[src/rtl/pos_pkg.sv]
// Shared types, field widths and codes for the palette order swap search block.
package pos_pkg;

  // Field widths of the request and response channels
  localparam int FUNC_W  = 3;
  localparam int IDX_W   = 8;
  localparam int COLOR_W = 32;
  localparam int LEN_W   = 9;
  localparam int PLEN_W  = 26;

  // Color channel layout and distance widths
  localparam int CH_W   = 8;
  localparam int DIST_W = 18;  // sum of up to four squared 8-bit differences
  localparam int SUM_W  = 20;  // sum of up to four distances

  // Longest palette walk the indices can address
  localparam int MAX_LEN = 256;

  // Defaults for the top-level parameters
  localparam int PALETTE_SIZE_DEF = 256;
  localparam int CHANNELS_DEF     = 4;

  // Configuration port
  localparam int APB_AW = 3;
  localparam int APB_DW = 32;
  localparam logic [APB_AW-3:0] REG_LEN = '0;
  localparam logic [LEN_W-1:0]  LEN_RESET = 9'd256;

  typedef enum logic [FUNC_W-1:0] {
    FUNC_LOAD,
    FUNC_SWAP,
    FUNC_MEASURE,
    FUNC_TRY,
    FUNC_READ
  } func_e;

endpackage

[src/rtl/pos_dist.sv]
// Squared color distance over the low channels of two packed colors.
module pos_dist import pos_pkg::*; #(
  parameter int CHANNELS = CHANNELS_DEF
) (
  input  logic [COLOR_W-1:0] x_i,
  input  logic [COLOR_W-1:0] y_i,
  output logic [DIST_W-1:0]  dist_o
);

  always_comb begin : dist_calc
    logic [CH_W-1:0]   p;
    logic [CH_W-1:0]   q;
    logic [CH_W-1:0]   d;
    logic [2*CH_W-1:0] sq;
    logic [DIST_W-1:0] sum;
    sum = '0;
    for (int k = 0; k < CHANNELS; k++) begin
      p   = x_i[k*CH_W +: CH_W];
      q   = y_i[k*CH_W +: CH_W];
      d   = (p > q) ? (p - q) : (q - p);
      sq  = d * d;
      sum = sum + DIST_W'(sq);
    end
    dist_o = sum;
  end

endmodule

[config.mk]
export PLATFORM = sky130hd
export DESIGN_NAME = pos_dist
export DESIGN_NICKNAME = d
export VERILOG_FILES = /design/src/rtl/pos_pkg.sv /design/src/rtl/pos_dist.sv
export SDC_FILE = /design/constraint.sdc
export NUM_CORES = 1
export LEC_CHECK = 0
export BUFFER_PORTS_ARGS = -buffer_cell sky130_fd_sc_hd__buf_2
export CORE_ASPECT_RATIO = 1.1
export CORE_MARGIN = 1
export CORE_UTILIZATION = 49
export DETAILED_ROUTE_END_ITERATION = 8
export GPL_TIMING_DRIVEN = 0
export PLACE_DENSITY = 0.69
export REMOVE_ABC_BUFFERS = 1
export SETUP_SLACK_MARGIN = 0.05
export SLEW_MARGIN = 40
export SYNTH_ARGS = -nofsm -noshare
export SYNTH_HDL_FRONTEND = slang
export SYNTH_SLANG_ARGS = --single-unit
[constraint.sdc]
create_clock -name vclk -period 17.2
set_clock_uncertainty 0.1 [all_clocks]
set_input_delay 1.72 -clock vclk [all_inputs]
set_output_delay 1.72 -clock vclk [all_outputs]
set_load 0.005 [all_outputs]
=== Yosys cells after proc, flatten, opt, wreduce, memory -nomap -nowiden ===
Cells that the tools add are included.

* $add $sub $neg: 11
* $mul: 4
* Magnitude comparators: 4
* Multiplexer cells: 4

{| class="wikitable"
|+ Operator list
! cell !! count
|-
| multiplier 8 x 8 -> 16 bit || 4
|-
| subtractor 8 bit || 8
|-
| > comparator 8 bit || 4
|-
| 2-to-1 mux 8 bit || 4
|-
| adder 17 x 16 -> 18 bit || 1
|-
| adder 18 x 16 -> 18 bit || 1
|-
| adder 16 x 16 -> 17 bit || 1
|}

* Flip-flop bits (word level): 0
* Input bits: 64
* Output and inout port bits: 18
* Word-level logic and storage cells: 23

=== Logic depth before layout (Yosys ltp) ===
Gate-level depths: netlist of run 1.

* Depth in word-level cells: 6
* Gate-level depth with buffers: 35
* Gate-level depth less buffers: 33

=== Least setup slack after synthesis of run 1 ===
Ideal clock, no wire load.

* Path type: input port to output port
* Start point: input x_i[24]
* End point: output dist_o[17]
* Data arrival time: 9.738 ns
* Data required time: 15.380 ns
* Path slack: 5.642 ns
* Stages on the path: 34
* Buffers on the path: 2
* Cells stage by stage: inv_1 > ha_1 > inv_1 > fa_1 > a21o_1 > a21o_1 > a21o_1 > and2_1 > buf_6 > mux2_2 > xnor2_1 > buf_4 > or2_2 > fa_1 > inv_1 > fa_1 > inv_1 > fa_1 > fa_1 > inv_1 > fa_1 > fa_1 > fa_1 > inv_1 > fa_1 > inv_1 > ha_1 > a21o_1 > a21o_1 > a221oi_1 > o21bai_1 > a21o_1 > a311oi_1 > xnor2_1

* Word-level cells in the longest chain between the ends: 4
* Elaborated cells on any way between the ends: 6
* Those cells by class: 3 x add/sub; 1 x mul; 1 x order compare; 1 x mux

{| class="wikitable"
|+ Ends and longest elaborated chain
! what !! RTL line !! text
|-
| start: declaration || pos_dist.sv:5 || <nowiki>input logic [COLOR_W-1:0] x_i,</nowiki>
|-
| subtractor 8 bit or > comparator 8 bit (tied branches) || pos_dist.sv:20 || <nowiki>d = (p > q) ? (p - q) : (q - p);</nowiki>
|-
| 2-to-1 mux 8 bit (*) || pos_dist.sv:20 ||
|-
| multiplier 8 x 8 -> 16 bit (*) || pos_dist.sv:21 || <nowiki>sq = d * d;</nowiki>
|-
| adder 18 x 16 -> 18 bit (*) || pos_dist.sv:22 || <nowiki>sum = sum + DIST_W'(sq);</nowiki>
|-
| end: declaration || pos_dist.sv:7 || <nowiki>output logic [DIST_W-1:0] dist_o</nowiki>
|}

Every way passes the cells marked *; elsewhere a longest branch is shown, timed or not.

=== Worst setup path after layout of run 1 ===
* Start point: input x_i[0]
* End point: output dist_o[17]

* Word-level cells in the longest chain between the ends: 6
* Elaborated cells on any way between the ends: 8
* Those cells by class: 5 x add/sub; 1 x mul; 1 x order compare; 1 x mux

{| class="wikitable"
|+ Ends and longest elaborated chain
! what !! RTL line
|-
| subtractor 8 bit or > comparator 8 bit (tied branches) || pos_dist.sv:20
|-
| 2-to-1 mux 8 bit (*) || pos_dist.sv:20
|-
| multiplier 8 x 8 -> 16 bit (*) || pos_dist.sv:21
|-
| adder 16 x 16 -> 17 bit (*) || pos_dist.sv:22
|-
| adder 17 x 16 -> 18 bit (*) || pos_dist.sv:22
|-
| adder 18 x 16 -> 18 bit (*) || pos_dist.sv:22
|}

Marks and branches as above.

==> flow_summary_export.csv, run 1 <==
group,metric,value,unit
clock_network,cts_setup_buffers,0,
floorplan,die_area,20400,sq um
worst_setup_path,critPathLaunchType,"primary input",
hold_path,hp-class,"primary input to output port",
layout,seq_cell_count,0,
worst_setup_path,worst_path_max_delay_cell,"a221oi_1",
routing,viasPerCell,5.01,
routing,firstDrtPassIters,5,
logic_synthesis,ys_warn_count,0,
layout,nets,1583,
logic_synthesis,syn_area_per_cell,8.87,sq um
layout,fin_util,0.541,
layout,syn_to_final_growth,7.37,%
worst_setup_path,crit_family,"adder cells",
global_routing,grt-ovfl-total,0,
routing,drc,0,
timing,tns,0,ns
run_status,status,"completed",
worst_setup_path,cp_data_required_time,15.38,ns
worst_setup_path,crit_type,"primary input to output port",
worst_setup_path,crit_fanout,9,
placement,io_buffers,82,
timing,worst_pin_slew,0.878,ns
layout,num_antenna_cells,0,
logic_synthesis,synth.distinct_cells,57,
logic_synthesis,syn_area,9720,sq um
layout,clockBufferCount,0,
routing,routed_wl,18600,microns
clock_network,ctsHoldBuffers,0,
floorplan,row_count,53,
worst_setup_path,cpMostUsedCell,"fa_1",
global_routing,antenna_found_initial,0,
timing,rsz0062_at_grt,"no",
routing,ant_nets,0,
floorplan,fp.dieH,150,microns
layout,drive_above_1_share,0.112,
logic_synthesis,synth_top_area_frac,0.391,
worst_setup_path,cp-end-kind,"output port",
run,cap_viol_max_count,0,
global_routing,grt.total_usage,0.204,
placement,globalplace.congestion,0.877,
floorplan,io_pins,82,
logic_synthesis,netlist_instances,1096,
clock_network,post_cts_resized,0,
timing,fin_crit_sh,0.755,
logic_synthesis,synthTopCellsByArea,"fa_1 39%, ha_1 21%, inv_1 12%",
timing,hold_violations,0,
global_routing,grt_max_degree,14,
global_routing,grt_pass1_vias,7631,
global_routing,grt_pass1_wl,34000,microns
worst_setup_path,critPathMaxStageDelay,0.74,ns
routing,wire_per_inst,13.2,microns
floorplan,start_util,0.504,
floorplan,dieWidth,136,microns
timing,min_period,12.98,ns
worst_setup_path,cp_num_buf_inv,10,
routing,dr.first_iter.drc_count,215,
floorplan,core_area,19300,sq um
routing,route.vias.total,7054,
timing,setup_viol,0,
timing,slew_headroom,0.414,
timing,drv_slew,0,
layout,seq_area,0,sq um
placement,hpwl,17100,microns
worst_setup_path,arrival,11.16,ns
logic_synthesis,ys_seq_area_frac,0,
logic_synthesis,synth_top_cell_by_area,"fa_1",
timing,timing.fmax,0.0770,GHz
[per-layer routing]
layer / global-route usage / share of wire / vias to the layer above
li1: - / - / 3471
met1: 0.275 / 0.44 / 3494
met2: 0.377 / 0.53 / 77
met3: 0.00169 / 0.016 / 12
met4: 0.0183 / 0.0094 / 0
met5: 0 / 0 / -
[per-stage QoR]
step / hold slack [ns] / cells / setup WS, ns / cell area [sq um]
3_3_place_gp: 4.29 / 1409 / 4.11 / 10400
4_1_cts: 4.30 / 1409 / 4.31 / 10400
5_1_grt: 4.40 / 1409 / 3.73 / 10400
2_1_floorplan: 3.92 / 1080 / 5.54 / 9640
3_5_place_dp: 4.29 / 1409 / 4.34 / 10400
6_report: 4.30 / 1409 / 4.22 / 10400
[cell families (layout without fill, tap and decap cells)]
| logic type | after synthesis | after routing | share of synthesized area |
|---|---|---|---|
| AO/OA/AOI/OAI | 135 | 135 | 0.0973 |
| XOR/XNOR | 41 | 41 | 0.0408 |
| adder cells (fa/ha/maj) | 355 | 355 | 0.604 |
| buffers and inverters | 331 | 397 | 0.130 |
| multiplexers | 27 | 27 | 0.0299 |
| AND/OR/NAND/NOR | 207 | 207 | 0.0986 |
[path summary, 6_finish.rpt]
kind / from / endpoint / slack, ns / cells past startpoint
setup / recovery: x_i[0] / dist_o[17] / 4.22 / 35
hold / removal: y_i[1] / dist_o[2] / 4.30 / 6
[final cells by class]
cell class | count | area (sq um)
Inverter | 315 | 1180
Fill cell | 1810 | 8860
Multi-Input combinational cell | 765 | 8540
Timing Repair Buffer | 82 | 410
Tap cell | 247 | 309
[placed cells by master, fill, tap and decap left out, types with 5 or more instances in the layout]
| master | netlist | layout |
|---|---|---|
| a211oi_1 | 7 | 7 |
| inv_1 | 313 | 313 |
| a21o_1 | 25 | 25 |
| o21bai_1 | 12 | 12 |
| xnor2_1 | 26 | 19 |
| xor2_2 | 3 | 5 |
| fa_1 | 190 | 190 |
| xnor2_2 | 2 | 9 |
| a31oi_1 | 5 | 5 |
| nand2b_1 | 21 | 21 |
| nor2b_1 | 5 | 5 |
| o21ai_0 | 15 | 15 |
| ha_1 | 165 | 165 |
| mux2i_1 | 22 | 20 |
| nand2_1 | 35 | 35 |
| or2_2 | 13 | 13 |
| and2_1 | 7 | 7 |
| a221oi_1 | 5 | 5 |
| nor3_1 | 6 | 6 |
| buf_2 | 6 | 82 |
| xor2_1 | 10 | 8 |
| nor2_1 | 98 | 98 |
| and3_1 | 5 | 5 |
| nand3_1 | 5 | 5 |
| a21oi_1 | 40 | 39 |
[worst min-delay path, delay by kind of cell]
kind	cells	cell delay (ns)
adders and majority gates	2	0.40
buffers and inverters	2	0.22
and+or+nand+nor	1	0.23
muxes	1	0.11
[synthesized netlist by cell type, types with 5 or more instances]
| master | number |
|---|---|
| nor2b_1 | 5 |
| nor2_1 | 98 |
| clkbuf_1 | 6 |
| ha_1 | 165 |
| a21o_1 | 25 |
| o21bai_1 | 12 |
| a31oi_1 | 5 |
| xor2_1 | 10 |
| inv_1 | 313 |
| a21oi_1 | 40 |
| mux2i_1 | 22 |
| xnor2_1 | 26 |
| nand2b_1 | 21 |
| nand2_1 | 35 |
| and3_1 | 5 |
| nand3_1 | 5 |
| nor3_1 | 6 |
| o21ai_0 | 15 |
| a211oi_1 | 7 |
| a221oi_1 | 5 |
| and2_1 | 7 |
| buf_2 | 6 |
| or2_2 | 13 |
| fa_1 | 190 |
Power of run 1 is left out: the tool's default activity adds up to more than one toggle a clock period on the data nets, which glitch-free logic cannot reach.
==> run 2, diff against run 1 <==
PLACE_DENSITY = 0.72   (was 0.69)
clock period = 11.45 ns   (was 17.2 ns; I/O delays follow)
==> flow_summary_export.csv, run 2 (synthesized netlist as in run 1, its figures left out) <==
group,metric,value,unit
global_routing,grt_pass1_wl,33900,microns
worst_setup_path,arrival,9.74,ns
timing,setup_viol,0,
timing,min_period,10.98,ns
hold_path,min_to,"dist_o[0]",
routing,dr.first_iter.drc_count,308,
placement,io_buffers,82,
placement,hpwl,17100,microns
global_routing,grt_pass1_vias,7673,
layout,final_cell_mix,"311 x inv_1, 189 x fa_1, 163 x ha_1, 98 x nor2_1, 82 x buf_2",
worst_setup_path,cpMostUsedCell,"fa_1",
global_routing,grt_max_degree,14,
routing,viasPerCell,5.07,
hold_path,hp-start,"y_i[0]",
routing,wire_per_inst,13.4,microns
worst_setup_path,worst_path_max_delay_cell,"fa_1",
routing,routed_wl,19200,microns
placement,placed_area,10400,sq um
floorplan,fp.dieH,150,microns
run_status,status,"completed",
worst_setup_path,cp_data_required_time,10.21,ns
timing,fin_crit_sh,0.959,
layout,clockBufferCount,0,
worst_setup_path,startpoint,"x_i[16]",
layout,syn_to_final_growth,10.7,%
layout,design_area,10800,sq um
global_routing,grt-ovfl-total,0,
routing,drc,0,
timing,slew_headroom,0.473,
layout,seq_cell_count,0,
timing,worst_pin_slew,0.785,ns
floorplan,core_area,19300,sq um
routing,ant_nets,0,
run,cap_viol_max_count,0,
timing,timing.fmax,0.0910,GHz
floorplan,io_pins,82,
routing,route.vias.total,7230,
layout,nets,1599,
worst_setup_path,critPathLaunchType,"primary input",
layout,seq_area,0,sq um
layout,drive_above_1_share,0.140,
floorplan,row_count,53,
placement,globalplace.congestion,0.830,
worst_setup_path,critPathMaxStageDelay,0.59,ns
timing,rsz0062_at_grt,"no",
worst_setup_path,crit_fanout,7,
layout,num_antenna_cells,0,
floorplan,start_util,0.504,
worst_setup_path,crit_type,"primary input to output port",
timing,drv_slew,0,
worst_setup_path,cp-end-kind,"output port",
layout,final_common_cell,"inv_1",
floorplan,die_area,20400,sq um
timing,hold_violations,0,
hold_path,hp-class,"primary input to output port",
floorplan,dieWidth,136,microns
routing,firstDrtPassIters,4,
global_routing,antenna_found_initial,0,
hold_path,whs_path_depth,5,
global_routing,grt.total_usage,0.204,
-- run 2: worst max path at each step --
| stage | end | cells after the start | slack, ns |
|---|---|---|---|
| 3_5_place_dp | dist_o[17] | 31 | -0.31 |
| 2_1_floorplan | dist_o[17] | 31 | 0.94 |
| 3_3_place_gp | dist_o[17] | 30 | -0.49 |
| 5_1_grt | dist_o[17] | 35 | 0.03 |
| 6_report | dist_o[17] | 34 | 0.47 |
| 4_1_cts | dist_o[17] | 31 | 0.1 |
-- run 2: stage by stage --
stage          worst slack (ns)  instances  TNS [ns]  utilization  hold slack [ns]
2_1_floorplan             0.936       1080         0            -             2.77
3_3_place_gp             -0.487       1409    -0.986        0.537             3.14
3_5_place_dp             -0.308       1409    -0.487        0.540             3.16
4_1_cts                  0.0954       1409         0        0.543             3.17
5_1_grt                  0.0320       1425         0        0.558             3.23
6_report                  0.465       1425         0        0.558             3.15
-- run 2: what timing repair did --
item                       CTS  global route
setup endpoints to repair    3             6
gates resized for setup      5            29
hold buffers                 0             0
pin swaps                    0             9
setup buffers                0            16
-- run 2: area by class of cell --
type	instances	area, sq um
Fill cell	1750	8540
Multi-Input combinational cell	765	8740
Tap cell	247	309
Timing Repair Buffer	98	531
Inverter	315	1180
-- run 2: worst max-delay path, delay by kind of cell --
kind | cells | cell delay, ns
adder cells (fa/ha/maj) | 11 | 4.95
AO/OA/AOI/OAI | 10 | 2.15
buffers and inverters | 9 | 0.73
XOR/XNOR | 2 | 0.34
multiplexers | 1 | 0.26
AND/OR/NAND/NOR | 1 | 0.15
-- run 2: routing by layer --
layer  part of all wire  vias to the layer above  track usage  wire length, microns
met4             0.0068                        0       0.0172                   131
met3              0.019                       10      0.00508                   366
met2               0.55                      103        0.393                 10500
li1                   -                     3501            -                     -
met5                  0                        -            0                     0
met1               0.43                     3616        0.260                  8190
Power of run 2 is left out for the same reason.
==> run 3, diff against run 2 <==
PLACE_DENSITY = 0.69   (was 0.72)
clock period = 10.39 ns   (was 11.45 ns; I/O delays follow)
==> flow_summary_export.csv, run 3 (synthesized netlist as in run 1, its figures left out) <==
group,metric,value,unit
worst_setup_path,critPathMaxStageDelay,0.60,ns
timing,drv_slew,0,
layout,clockBufferCount,0,
timing,fin_crit_sh,1.00,
global_routing,antenna_found_initial,0,
layout,num_antenna_cells,0,
global_routing,grt-ovfl-total,0,
layout,seq_cell_count,0,
run_status,status,"finished with violations",
worst_setup_path,crit_type,"primary input to output port",
routing,drc,0,
hold_path,hp-start,"x_i[0]",
timing,setup_viol,1,
layout,multi_input_area,9220,sq um
layout,drive_above_1_share,0.260,
worst_setup_path,critPathLaunchType,"primary input",
timing,slew_headroom,0.694,
floorplan,dieWidth,136,microns
placement,io_buffers,82,
placement,globalplace.congestion,0.877,
timing,rsz0062_at_grt,"yes",
routing,ant_nets,0,
timing,hold_violations,0,
run,cap_viol_max_count,0,
worst_setup_path,worst_path_max_delay_cell,"fa_1",
floorplan,die_area,20400,sq um
timing,timing.fmax,0.0960,GHz
worst_setup_path,cp_data_required_time,9.25,ns
timing,fin_ws,-0.0224,ns
worst_setup_path,cpMostUsedCell,"fa_1",
placement,hpwl,17100,microns
worst_setup_path,crit_fanout,5,
global_routing,grt_pass1_wl,37100,microns
layout,nets,1673,
routing,wire_per_inst,14.3,microns
worst_setup_path,arrival,9.27,ns
global_routing,grt_pass1_vias,8201,
floorplan,row_count,53,
timing,worst_pin_slew,0.458,ns
hold_path,whs_path_depth,6,
worst_setup_path,cp-end-kind,"output port",
layout,fillers,1634,
hold_path,min_to,"dist_o[0]",
routing,viasPerCell,5.04,
timing,tns,-0.0224,ns
layout,seq_area,0,sq um
layout,final_cell_mix,"298 x inv_1, 174 x fa_1, 151 x ha_1, 89 x nor2_1, 86 x buf_4",
floorplan,fp.dieH,150,microns
global_routing,grt_max_degree,13,
timing,min_period,10.41,ns
layout,syn_to_final_growth,21.9,%
routing,firstDrtPassIters,5,
hold_path,hp-class,"primary input to output port",
run_status,violations,"setup timing",
routing,route.vias.total,7561,
floorplan,core_area,19300,sq um
layout,final_common_cell,"inv_1",
floorplan,start_util,0.504,
global_routing,grt.total_usage,0.225,
floorplan,io_pins,82,
routing,routed_wl,21400,microns
routing,dr.first_iter.drc_count,296,
## run 3: cell types whose count changed in the layout (fill, tap and decap cells not counted), moves of 6 or more
| cell | before | now |
|---|---|---|
| fa_2 | 1 | 16 |
| ha_1 | 163 | 151 |
| mux2i_4 | 4 | 11 |
| inv_2 | 4 | 13 |
| nor2_2 | 2 | 10 |
| nor2_1 | 98 | 89 |
| buf_4 | 16 | 86 |
| mux2i_1 | 15 | 3 |
| ha_4 | 0 | 7 |
| inv_1 | 311 | 298 |
| fa_1 | 189 | 174 |
| a21oi_1 | 38 | 32 |
## run 3: worst max-delay path by stage
stage                     startpoint          to
after floorplan              x_i[24]  dist_o[17]
after global placement       x_i[24]  dist_o[17]
after detailed placement      x_i[0]  dist_o[17]
after CTS                     x_i[0]  dist_o[17]
after global routing          x_i[0]  dist_o[17]
final                         x_i[0]  dist_o[17]
## run 3: area by class of cell
class              count  share of cell area
inverters            315               0.101
multi-input cells    765               0.778
repair buffers       172              0.0950
well taps            247              0.0261
## run 3: through the flow
step                      hold slack, ns  cells  cell area, sq um  worst slack [ns]  utilization
final                               2.83   1499             11800           -0.0224        0.614
after detailed placement            2.92   1409             10400             -1.11        0.540
after global placement              2.93   1409             10400             -1.34        0.537
after global routing                2.90   1499             11800            -0.367        0.614
after CTS                           2.93   1483             11500           -0.0181        0.598
after floorplan                     2.56   1080              9640            0.0877            -
## run 3: repair_timing
item,CTS,global route
pin swaps,67,42
setup endpoints to repair,7,7
buffers inserted,74,16
hold buffers,0,0
resized for setup,105,53
## run 3: worst max-delay path: cells and delay by family
family,cells,cell delay (ns)
compound gates,11,2.31
buf+inv,11,0.85
simple gates,2,0.16
xor+xnor,1,0.15
fa+ha+maj,11,4.76
## run 3: metal layers
metal	GRT usage	routed length, microns	up-vias
li1	-	-	3649
met1	0.289	8790	3753
met2	0.425	11600	132
met4	0.0267	310	0
met5	0	0	-
met3	0.00982	712	27
Power of run 3 is left out for the same reason.
